[src/sv/art1_pkg.sv]
// Package for the ART1 binary clusterer: register codes, state encoding,
// scan status type and the population count helper. No dependencies.
package art1_pkg;

   localparam int CSR_INDEX_W = 8;
   localparam int CSR_DATA_W  = 32;
   localparam int PATTERN_W   = 32;
   localparam int CATEGORY_W  = 5;
   localparam int VIG_W       = 17;
   localparam int LEARN_W     = 8;

   localparam logic [CSR_INDEX_W-1:0] CSR_VIGILANCE = CSR_INDEX_W'(0);
   localparam logic [CSR_INDEX_W-1:0] CSR_LEARN     = CSR_INDEX_W'(1);

   localparam logic [VIG_W-1:0]   VIG_RESET   = VIG_W'(52429);
   localparam logic [LEARN_W-1:0] LEARN_RESET = LEARN_W'(16);
   localparam logic [LEARN_W-1:0] LEARN_MIN   = LEARN_W'(9);
   localparam logic [LEARN_W-1:0] LEARN_ONE   = LEARN_W'(8);

   typedef enum logic [5:0] {
      ST_IDLE  = 6'b000001,
      ST_PREP  = 6'b000010,
      ST_SCAN  = 6'b000100,
      ST_DRAIN = 6'b001000,
      ST_WRITE = 6'b010000,
      ST_DONE  = 6'b100000
   } state_type;

   typedef struct packed {
      logic busy;
      logic found;
      logic was_new;
   } scan_status_type;

   function automatic logic [6:0] popcount64(logic [63:0] v);
      logic [6:0] n;
      n = '0;
      for (int i = 0; i < 64; i++) begin
         n = n + 7'(v[i]);
      end
      return n;
   endfunction

endpackage

[src/sv/art1_if.sv]
// Handshake channels of the ART1 binary clusterer: request, response and
// register write. Depends on art1_pkg for field widths.
interface art1_req_if;
   logic                           valid;
   logic                           ready;
   logic [art1_pkg::PATTERN_W-1:0] pattern;
   modport source (output valid, output pattern, input ready);
   modport sink   (input valid, input pattern, output ready);
endinterface

interface art1_rsp_if;
   logic                            valid;
   logic                            ready;
   logic [art1_pkg::CATEGORY_W-1:0] category;
   logic                            accepted;
   logic                            was_new;
   logic                            zero_input;
   logic [art1_pkg::PATTERN_W-1:0]  prototype;
   modport source (output valid, output category, output accepted, output was_new,
                   output zero_input, output prototype, input ready);
   modport sink   (input valid, input category, input accepted, input was_new,
                   input zero_input, input prototype, output ready);
endinterface

interface art1_csr_if;
   logic                             valid;
   logic                             ready;
   logic [art1_pkg::CSR_INDEX_W-1:0] index;
   logic [art1_pkg::CSR_DATA_W-1:0]  data;
   modport source (output valid, output index, output data, input ready);
   modport sink   (input valid, input index, input data, output ready);
endinterface

[src/sv/art1_tmpl_mem.sv]
// Category template store with registered read and per-entry trained bits.
// An untrained entry reads as all ones. Depends on nothing.
module art1_tmpl_mem #(
   parameter int PW = 32,
   parameter int C  = 32
) (
   input  logic                 clock,
   input  logic                 reset,
   input  logic                 rd_en,
   input  logic [$clog2(C)-1:0] rd_addr,
   output logic [PW-1:0]        rd_data,
   output logic                 rd_trained,
   input  logic                 wr_en,
   input  logic [$clog2(C)-1:0] wr_addr,
   input  logic [PW-1:0]        wr_data
);

   logic [PW-1:0] mem [C];
   logic [C-1:0]  trained_ff;
   logic [PW-1:0] rd_data_ff;
   logic          rd_trained_ff;

   always_ff @(posedge clock) begin
      if (wr_en) begin
         mem[wr_addr] <= wr_data;
      end
      if (rd_en) begin
         rd_data_ff <= mem[rd_addr];
      end
   end

   always_ff @(posedge clock) begin
      if (reset) begin
         trained_ff    <= '0;
         rd_trained_ff <= 1'b0;
      end else begin
         if (wr_en) begin
            trained_ff[wr_addr] <= 1'b1;
         end
         if (rd_en) begin
            rd_trained_ff <= trained_ff[rd_addr];
         end
      end
   end

   assign rd_data    = rd_trained_ff ? rd_data_ff : '1;
   assign rd_trained = rd_trained_ff;

endmodule

[src/sv/art1_score_unit.sv]
// Shared scoring unit: counts overlap and template size, checks vigilance
// and keeps the best category by exact cross-multiplied compare.
// Depends on art1_pkg.
module art1_score_unit #(
   parameter int PW = 32,
   parameter int C  = 32
) (
   input  logic                             clock,
   input  logic                             reset,
   input  logic                             clear,
   input  logic                             issue,
   input  logic [$clog2(C)-1:0]             issue_idx,
   input  logic [PW-1:0]                    x,
   input  logic [art1_pkg::LEARN_W-1:0]     lq_m8,
   input  logic [art1_pkg::VIG_W+$clog2(PW+1)-1:0] vig_xn,
   input  logic [PW-1:0]                    t,
   input  logic                             t_trained,
   output art1_pkg::scan_status_type        status,
   output logic [$clog2(C)-1:0]             best_idx,
   output logic [PW-1:0]                    best_t
);

   localparam int IW = $clog2(C);
   localparam int CW = $clog2(PW + 1);
   localparam int DW = $clog2(8 * PW + 248);
   localparam int MW = CW + DW;
   localparam int VW = art1_pkg::VIG_W + CW;

   logic          s1_vld_ff;
   logic [IW-1:0] s1_idx_ff;

   logic [CW-1:0] k_s1;
   logic [CW-1:0] tn_s1;
   logic [DW-1:0] d_s1;

   logic          s2_vld_ff;
   logic [IW-1:0] s2_idx_ff;
   logic [CW-1:0] s2_k_ff;
   logic [DW-1:0] s2_d_ff;
   logic [PW-1:0] s2_t_ff;
   logic          s2_new_ff;

   logic          found_ff;
   logic          best_new_ff;
   logic [IW-1:0] best_idx_ff;
   logic [CW-1:0] best_k_ff;
   logic [DW-1:0] best_d_ff;
   logic [PW-1:0] best_t_ff;

   logic [MW-1:0] lhs;
   logic [MW-1:0] rhs;
   logic          pass;
   logic          better;

   assign k_s1  = CW'(art1_pkg::popcount64(64'(x & t)));
   assign tn_s1 = CW'(art1_pkg::popcount64(64'(t)));
   assign d_s1  = DW'(lq_m8) + (DW'(tn_s1) << 3);

   assign lhs    = MW'(s2_k_ff) * MW'(best_d_ff);
   assign rhs    = MW'(best_k_ff) * MW'(s2_d_ff);
   assign pass   = VW'({s2_k_ff, 16'h0000}) >= vig_xn;
   assign better = !found_ff || (lhs > rhs);

   always_ff @(posedge clock) begin
      if (reset) begin
         s1_vld_ff   <= 1'b0;
         s2_vld_ff   <= 1'b0;
         found_ff    <= 1'b0;
      end else begin
         s1_vld_ff <= issue;
         s2_vld_ff <= s1_vld_ff;
         if (clear) begin
            found_ff <= 1'b0;
         end else if (s2_vld_ff && pass && better) begin
            found_ff <= 1'b1;
         end
      end
   end

   always_ff @(posedge clock) begin
      s1_idx_ff <= issue_idx;
      s2_idx_ff <= s1_idx_ff;
      s2_k_ff   <= k_s1;
      s2_d_ff   <= d_s1;
      s2_t_ff   <= t;
      s2_new_ff <= !t_trained;
      if (s2_vld_ff && pass && better) begin
         best_idx_ff <= s2_idx_ff;
         best_k_ff   <= s2_k_ff;
         best_d_ff   <= s2_d_ff;
         best_t_ff   <= s2_t_ff;
         best_new_ff <= s2_new_ff;
      end
   end

   assign status.busy    = s1_vld_ff || s2_vld_ff;
   assign status.found   = found_ff;
   assign status.was_new = best_new_ff;
   assign best_idx       = best_idx_ff;
   assign best_t         = best_t_ff;

endmodule

[src/sv/art1_binary_clusterer_core.sv]
// ART1 binary clusterer with fast learning.
// Channels: req_ch takes one 32-bit binary pattern per item; rsp_ch returns
// one result item (category, accepted, was_new, zero_input, prototype);
// csr_ch writes vigilance (index 0) and learn constant (index 1), always ready.
// Operation: the sequencer reads the CATEGORIES templates one a cycle from the
// template store and feeds the shared scoring unit, which checks vigilance and
// keeps the best score; the winner's template is then written back as
// pattern AND template.
// Flow: an all-zero pattern skips the scan. A new item is accepted in the
// cycle after the result is loaded and never while one is in flight, so the
// item rate is set by the single template read port.
// Reset: synchronous, active high; all templates read as all ones and are
// untrained, registers return to vigilance 52429 and learn constant 16.
// Stall: the result waits in an output register; a following item may be
// accepted and scanned meanwhile, and its result is held back until the
// register frees.
module art1_binary_clusterer_core #(
   parameter int PATTERN_BITS = 32,
   parameter int CATEGORIES   = 32
) (
   input  logic       clock,
   input  logic       reset,
   art1_req_if.sink   req_ch,
   art1_rsp_if.source rsp_ch,
   art1_csr_if.sink   csr_ch
);

   localparam int PW = PATTERN_BITS;
   localparam int C  = CATEGORIES;
   localparam int IW = $clog2(C);
   localparam int CW = $clog2(PW + 1);
   localparam int VW = art1_pkg::VIG_W + CW;

   art1_pkg::state_type state_ff, state_in;

   logic [art1_pkg::VIG_W-1:0]   vig_ff;
   logic [art1_pkg::LEARN_W-1:0] learn_ff;
   logic [art1_pkg::LEARN_W-1:0] lq_m8;

   logic [PW-1:0] x_ff;
   logic [CW-1:0] xn_ff;
   logic [VW-1:0] vig_xn_ff;
   logic [IW-1:0] idx_ff;

   logic                        rsp_valid_ff;
   logic [art1_pkg::CATEGORY_W-1:0] rsp_cat_ff;
   logic                        rsp_acc_ff;
   logic                        rsp_new_ff;
   logic                        rsp_zero_ff;
   logic [art1_pkg::PATTERN_W-1:0] rsp_proto_ff;

   logic                        req_fire;
   logic                        issue;
   logic                        last_idx;
   logic                        rsp_load;
   logic                        zero_in;
   logic                        wr_en;
   logic [PW-1:0]               mem_t;
   logic                        mem_trained;
   logic [PW-1:0]               proto;
   logic [IW-1:0]               best_idx;
   logic [PW-1:0]               best_t;
   art1_pkg::scan_status_type   status;

   assign req_ch.ready = (state_ff == art1_pkg::ST_IDLE);
   assign req_fire     = req_ch.valid && req_ch.ready;
   assign csr_ch.ready = 1'b1;
   assign issue        = (state_ff == art1_pkg::ST_SCAN);
   assign last_idx     = (idx_ff == IW'(C - 1));
   assign zero_in      = (xn_ff == '0);
   assign rsp_load     = (state_ff == art1_pkg::ST_DONE) && (!rsp_valid_ff || rsp_ch.ready);
   assign wr_en        = (state_ff == art1_pkg::ST_WRITE) && status.found;
   assign proto        = x_ff & best_t;
   assign lq_m8        = ((learn_ff < art1_pkg::LEARN_MIN) ? art1_pkg::LEARN_MIN : learn_ff)
                         - art1_pkg::LEARN_ONE;

   always_comb begin
      state_in = state_ff;
      unique case (state_ff)
         art1_pkg::ST_IDLE:  if (req_fire) state_in = art1_pkg::ST_PREP;
         art1_pkg::ST_PREP:  state_in = zero_in ? art1_pkg::ST_DONE : art1_pkg::ST_SCAN;
         art1_pkg::ST_SCAN:  if (last_idx) state_in = art1_pkg::ST_DRAIN;
         art1_pkg::ST_DRAIN: if (!status.busy) state_in = art1_pkg::ST_WRITE;
         art1_pkg::ST_WRITE: state_in = art1_pkg::ST_DONE;
         art1_pkg::ST_DONE:  if (rsp_load) state_in = art1_pkg::ST_IDLE;
         default:            state_in = art1_pkg::ST_IDLE;
      endcase
   end

   always_ff @(posedge clock) begin
      if (reset) begin
         state_ff     <= art1_pkg::ST_IDLE;
         vig_ff       <= art1_pkg::VIG_RESET;
         learn_ff     <= art1_pkg::LEARN_RESET;
         idx_ff       <= '0;
         rsp_valid_ff <= 1'b0;
      end else begin
         state_ff <= state_in;
         if (csr_ch.valid) begin
            unique case (csr_ch.index)
               art1_pkg::CSR_VIGILANCE: vig_ff   <= csr_ch.data[art1_pkg::VIG_W-1:0];
               art1_pkg::CSR_LEARN:     learn_ff <= csr_ch.data[art1_pkg::LEARN_W-1:0];
               default: ;
            endcase
         end
         if (issue) begin
            idx_ff <= last_idx ? '0 : idx_ff + 1'b1;
         end
         if (rsp_load) begin
            rsp_valid_ff <= 1'b1;
         end else if (rsp_ch.ready) begin
            rsp_valid_ff <= 1'b0;
         end
      end
   end

   always_ff @(posedge clock) begin
      if (req_fire) begin
         x_ff  <= PW'(req_ch.pattern);
         xn_ff <= CW'(art1_pkg::popcount64(64'(PW'(req_ch.pattern))));
      end
      if (state_ff == art1_pkg::ST_PREP) begin
         vig_xn_ff <= VW'(vig_ff) * VW'(xn_ff);
      end
      if (rsp_load) begin
         rsp_zero_ff <= zero_in;
         if (!zero_in && status.found) begin
            rsp_cat_ff   <= art1_pkg::CATEGORY_W'(best_idx);
            rsp_acc_ff   <= 1'b1;
            rsp_new_ff   <= status.was_new;
            rsp_proto_ff <= art1_pkg::PATTERN_W'(proto);
         end else begin
            rsp_cat_ff   <= '0;
            rsp_acc_ff   <= 1'b0;
            rsp_new_ff   <= 1'b0;
            rsp_proto_ff <= '0;
         end
      end
   end

   art1_tmpl_mem #(
      .PW (PW),
      .C  (C)
   ) u_mem (
      .clock      (clock),
      .reset      (reset),
      .rd_en      (issue),
      .rd_addr    (idx_ff),
      .rd_data    (mem_t),
      .rd_trained (mem_trained),
      .wr_en      (wr_en),
      .wr_addr    (best_idx),
      .wr_data    (proto)
   );

   art1_score_unit #(
      .PW (PW),
      .C  (C)
   ) u_score (
      .clock     (clock),
      .reset     (reset),
      .clear     (state_ff == art1_pkg::ST_PREP),
      .issue     (issue),
      .issue_idx (idx_ff),
      .x         (x_ff),
      .lq_m8     (lq_m8),
      .vig_xn    (vig_xn_ff),
      .t         (mem_t),
      .t_trained (mem_trained),
      .status    (status),
      .best_idx  (best_idx),
      .best_t    (best_t)
   );

   assign rsp_ch.valid      = rsp_valid_ff;
   assign rsp_ch.category   = rsp_cat_ff;
   assign rsp_ch.accepted   = rsp_acc_ff;
   assign rsp_ch.was_new    = rsp_new_ff;
   assign rsp_ch.zero_input = rsp_zero_ff;
   assign rsp_ch.prototype  = rsp_proto_ff;

endmodule
[src/flat_wrapper.sv]
// flat-port wrapper written by rule: the top's interface ports become plain ports
module art1_binary_clusterer_core_flat 
#(
   parameter int PATTERN_BITS = 32,
   parameter int CATEGORIES   = 32
)
  (clock, reset, req_ch_valid, req_ch_pattern, req_ch_ready, rsp_ch_valid, rsp_ch_category, rsp_ch_accepted, rsp_ch_was_new, rsp_ch_zero_input, rsp_ch_prototype, rsp_ch_ready, csr_ch_valid, csr_ch_index, csr_ch_data, csr_ch_ready);
  art1_req_if req_ch_i ();
  art1_rsp_if rsp_ch_i ();
  art1_csr_if csr_ch_i ();
  input  logic clock;
  input  logic reset;
  input wire logic [$bits(req_ch_i.valid)-1:0] req_ch_valid;
  input wire logic [$bits(req_ch_i.pattern)-1:0] req_ch_pattern;
  output wire logic [$bits(req_ch_i.ready)-1:0] req_ch_ready;
  output wire logic [$bits(rsp_ch_i.valid)-1:0] rsp_ch_valid;
  output wire logic [$bits(rsp_ch_i.category)-1:0] rsp_ch_category;
  output wire logic [$bits(rsp_ch_i.accepted)-1:0] rsp_ch_accepted;
  output wire logic [$bits(rsp_ch_i.was_new)-1:0] rsp_ch_was_new;
  output wire logic [$bits(rsp_ch_i.zero_input)-1:0] rsp_ch_zero_input;
  output wire logic [$bits(rsp_ch_i.prototype)-1:0] rsp_ch_prototype;
  input wire logic [$bits(rsp_ch_i.ready)-1:0] rsp_ch_ready;
  input wire logic [$bits(csr_ch_i.valid)-1:0] csr_ch_valid;
  input wire logic [$bits(csr_ch_i.index)-1:0] csr_ch_index;
  input wire logic [$bits(csr_ch_i.data)-1:0] csr_ch_data;
  output wire logic [$bits(csr_ch_i.ready)-1:0] csr_ch_ready;
  assign req_ch_i.valid = req_ch_valid;
  assign req_ch_i.pattern = req_ch_pattern;
  assign req_ch_ready = req_ch_i.ready;
  assign rsp_ch_valid = rsp_ch_i.valid;
  assign rsp_ch_category = rsp_ch_i.category;
  assign rsp_ch_accepted = rsp_ch_i.accepted;
  assign rsp_ch_was_new = rsp_ch_i.was_new;
  assign rsp_ch_zero_input = rsp_ch_i.zero_input;
  assign rsp_ch_prototype = rsp_ch_i.prototype;
  assign rsp_ch_i.ready = rsp_ch_ready;
  assign csr_ch_i.valid = csr_ch_valid;
  assign csr_ch_i.index = csr_ch_index;
  assign csr_ch_i.data = csr_ch_data;
  assign csr_ch_ready = csr_ch_i.ready;
  art1_binary_clusterer_core #(.PATTERN_BITS(PATTERN_BITS), .CATEGORIES(CATEGORIES)) u_core (.clock(clock), .reset(reset), .req_ch(req_ch_i), .rsp_ch(rsp_ch_i), .csr_ch(csr_ch_i));
endmodule
[config.mk]
export PLATFORM = sky130hd
export DESIGN_NAME = art1_binary_clusterer_core_flat
export DESIGN_NICKNAME = d
export VERILOG_FILES = /design/src/sv/art1_pkg.sv /design/src/sv/art1_if.sv /design/src/sv/art1_tmpl_mem.sv /design/src/sv/art1_score_unit.sv /design/src/sv/art1_binary_clusterer_core.sv /design/src/flat_wrapper.sv
export SDC_FILE = /design/constraint.sdc
export NUM_CORES = 2
export LEC_CHECK = 0
export ABC_AREA = 1
export BUFFER_PORTS_ARGS = -buffer_cell sky130_fd_sc_hd__buf_2
export CAP_MARGIN = 20
export CORE_AREA = 10 10 344 346
export CTS_BUF_LIST = sky130_fd_sc_hd__clkbuf_16
export DETAILED_ROUTE_END_ITERATION = 16
export DIE_AREA = 0 0 354 356
export PLACE_DENSITY = 0.71
export SETUP_SLACK_MARGIN = 0.05
export SYNTH_ARGS = -nofsm -noshare
export SYNTH_HDL_FRONTEND = slang
export SYNTH_SLANG_ARGS = --single-unit
[constraint.sdc]
create_clock -name clock -period 12.5 [get_ports clock]
set_input_delay 1.25 -clock clock [delete_from_list [all_inputs] [get_ports clock]]
set_output_delay 1.25 -clock clock [all_outputs]
set_load 0.03 [all_outputs]
==> impl_results.md <==
- Status: completed
- Crit-path most repeated cell: fa_1
- Post-Synth Adder-Cell Area: ~9.0%
- Routability cong.: 0.8825
- Worst Setup SP: u_core.u_mem.rd_trained$_SDFFE_PP0P_
- Sw Ratio: approximately a third
- Pre-Repair DR Iteration Count: 6
- Post-synthesis xor/xnor area fraction: less than 1%
- Clock sink count: 1341
- GRT Total Usage: around 24%
- Number of distinct library cells after synthesis: 45
- Final hold viol count: 0
- CTS tree: done
- Peak Freq: about 150 MHz
- Critical Path Source Type: flop
- Power, Total: 13000 uW
- Largest family of logic cells by synthesized area: simple AND/OR/NAND/NOR gates
- Sequential fraction of design power: about two fifths
- Via count: between 30000 and 40000
- Mux share of post-synthesis cell area: 0%
- Synth Warn #: 0
- Starting Density: a little over half
- Critical path's top delay family: adder cells
- Worst slew pin tran: approximately 1.1 ns
- Commonest non-fill, non-tap cell in the layout: edfxtp_1
- Clock Pin Slew Worst Setup and Hold Paths: around 0.06 ns
- Clock buffer depth: 3
- Max-slew violations: 0
- Global-route wire length before repair: about 230000 um
- Cell area after synthesis: just over 60000 um^2
- Cell area power density: just under 200 nW/um^2
- # IOs: 120
- Area of the core: approximately 110000 um^2
- Compound-Gate Fraction of Synth Area: 9.062%
- CP endpoint: u_core.u_score.s2_d_ff[8]$_DFF_P_
- Post-CTS setup buffers: 0
- Worst Reg2Reg Path Length in Cells: 22
- FP Rows: 123
- 1st-iter DRT viols: about 5100
- Slowest CP cell: inv_1
- Post-route ant nets: 0
- Yosys reg bits: around 1300
- Initial antenna violation count: 8
- Worst Hold Class: flop to flop
- CP max stage delay: about 0.56 ns
- Clock power share: 29.8%
- Full die area: 126000 um^2
- Static leakage: 0.02527 uW
- Number of global-route vias before repair: roughly 38000
- Fraction of layout cells with a size suffix above 1: 7.701%
- Layout Nets: ~5600
- DIE WIDTH: about 350 um
- Logic pwr share: approximately 30%
- Total Wirelength: approximately 160000 um
- RSZ-0062 raised after global routing: no
- Fin crit share: 52.70%
- Largest net degree at the start of global routing: 184
- Bufs and invs on worst path: 6
- Kind of critical path: flop to flop
- Cts hold-fix bufs: 0
- Finish-stage setup viols: 0
- Post-Syn Instances: just over 5000
- Worst clock skew: 0.02939 ns
- Max Cap Viol: 0
- Clk_lat worst skew: 0.75 ns
- Die height: 356 um
- Most frequent cells in the layout: edfxtp_1 (1210), nor2_1 (905), nand2_1 (594)
- CTS Buf Count: 135
- CP Capture Type: flop
- WP depth: 22
- PortBufs: a little over 100
- NetSw: 4254 uW
- Post-CTS sizing: 0
- Mean post-synth cell area: approximately 12 um^2
- DR WL/cell: about 23 um
- Hpwl dp: between 80000 and 90000 um
- Simple-Gate Fraction of Synth Area: about 12%
- DRC Markers: 0
- Worst hold start: u_core.u_score.s1_idx_ff[4]$_DFF_P_
- Worst reg2reg path startpoint: u_core.u_mem.rd_trained$_SDFFE_PP0P_
- Worst endpoint required time: 13.17 ns
- Max VDD drop: around 0.00019 V
- Worst slew margin: 26.84%
- R2R setup slack: around 5.9 ns
- Syn-to-layout area delta: 9.751%
- Final TNS setup: 0 ns
- CTS root buffer: clkbuf_16
- R2r endpoint: u_core.u_score.s2_d_ff[8]$_DFF_P_
- Pint: a little under 9000 uW
- CP Cell Sequence: buf_4 > inv_1 > nor2_1 > fa_1 > fa_1 > inv_1 > fa_1 > inv_1 > fa_1 > fa_1 > inv_1 > fa_1 > ha_1 > inv_1 > fa_1 > xnor2_1 > ha_1 > a21oi_1 > nand2_1 > a21o_1 > a21oi_1 > xor2_1
- Hold_ws: 0.3285 ns
- Seq/Total Area, Yosys: between 60 and 70%
- Final min period: roughly 6.6 ns
- Arr. time, crit path: around 7.3 ns
- Syn nets: 5575
- Critical Path Fanout Max: 23
- Routed vias/inst: 5.847
- H-Tree Depth: 4
- Grt ovf: 0
==> sequential cells by signal, summed over array words and instances, names as in the netlist, 5 cells and up <==
register,cells
u_core.u_score.s2_idx_ff,5
u_core.rsp_ch.prototype,32
u_core.u_score.best_k_ff,6
u_core.state_ff,6
u_core.u_score.best_idx,5
u_core.u_score.s2_k_ff,6
u_core.u_mem.mem,1024
u_core.u_mem.rd_data_ff,32
u_core.u_score.s2_d_ff,9
u_core.x_ff,32
u_core.u_score.s2_t_ff,32
u_core.u_mem.trained_ff,32
u_core.u_score.best_t,32
u_core.u_score.best_d_ff,9
u_core.rsp_ch.category,5
u_core.learn_ff,8
u_core.xn_ff,6
u_core.u_score.s1_idx_ff,5
u_core.idx_ff,5
u_core.vig_ff,17
u_core.vig_xn_ff,23
==> synthesized netlist by cell type (all sizes together) <==
cell / count / area [um^2]
a211oi: 1 / 7.510
xnor2: 16 / 140.1
ha: 128 / 1602
o211ai: 162 / 1216
clkinv: 1 / 3.750
nand4: 12 / 75.07
conb: 1 / 3.750
o2bb2ai: 2 / 17.52
a21o: 5 / 37.54
buf: 154 / 1036
a22oi: 1 / 7.510
o31ai: 1 / 7.510
nor3: 8 / 45.04
dfxtp: 131 / 2623
inv: 488 / 1839
nand2: 595 / 2233
clkbuf: 118 / 451.7
xor2: 33 / 289.0
o221ai: 97 / 849.6
o21bai: 5 / 37.54
o21ai: 551 / 2758
fa: 192 / 3844
nor4: 4 / 40.04
a21boi: 12 / 90.09
nand3b: 3 / 22.52
edfxtp: 1210 / 36330
nor2: 941 / 3540
o21a: 2 / 15.01
a31oi: 6 / 37.54
or2: 13 / 81.33
a21oi: 79 / 395.4
nand3: 203 / 1016
o2111ai: 3 / 26.28
==> metrics by stage <==
stage               cells  util, %  setup WS, ns  cell area, um^2
floorplan            5178        -         5.437            60720
global placement     6569    55.91         6.099            62380
detailed placement   6570    55.92         6.011            62390
CTS                  6810    59.71         5.956            66620
global route         6811    59.72         5.576            66640
finish               6813    59.73         5.913            66640
==> per-layer routing <==
metal  track usage [%]  share of wire (%)  vias up
met2             38.46                 47     2020
met3             4.951                9.8      338
met1             33.46                 40    19540
li1                  -                  -    17940
met4             9.246                3.6        6
met5                 0              0.023        -
==> how the worst min path moves through the flow <==
stage                                               end  slack, ns  depth (start not counted)
floorplan           u_core.u_score.s2_idx_ff[0]$_DFF_P_       0.31                          0
global placement    u_core.u_score.s2_idx_ff[4]$_DFF_P_       0.31                          0
detailed placement  u_core.u_score.s2_idx_ff[4]$_DFF_P_       0.31                          0
CTS                 u_core.u_score.s2_idx_ff[4]$_DFF_P_       0.33                          0
global route        u_core.u_score.s2_idx_ff[4]$_DFF_P_       0.33                          0
finish              u_core.u_score.s2_idx_ff[4]$_DFF_P_       0.33                          0
==> cells by family (layout without fill, tap and decap cells) <==
kind of cell	count (synthesis)	count (layout)
simple gates	1779	1779
flops	1341	1341
compound gates	927	927
buf+inv	761	894
fa+ha+maj	320	320
xor+xnor	49	49
other cells	1	3
==> final cells by class <==
type	count	area, um^2
fill	8694	44930
timing repair buffer	165	997.2
clock inverter	101	747.0
sequential	1341	38970
clock buffer	139	3478
multi-input combinational	3076	18700
inverter	489	1863
antenna	2	5.005
tap	1500	1877
==> power by group through the flow <==
stage               Sequential [uW]  Combinational [uW]  Clock, uW
floorplan                      5220                2980          0
global placement               5330                3750          0
detailed placement             5330                3840          0
CTS                            5240                3890       3900
global route                   5240                4500       4090
finish                         5240                3880       3880
No activity file was read; power rests on OpenSTA's default activity.
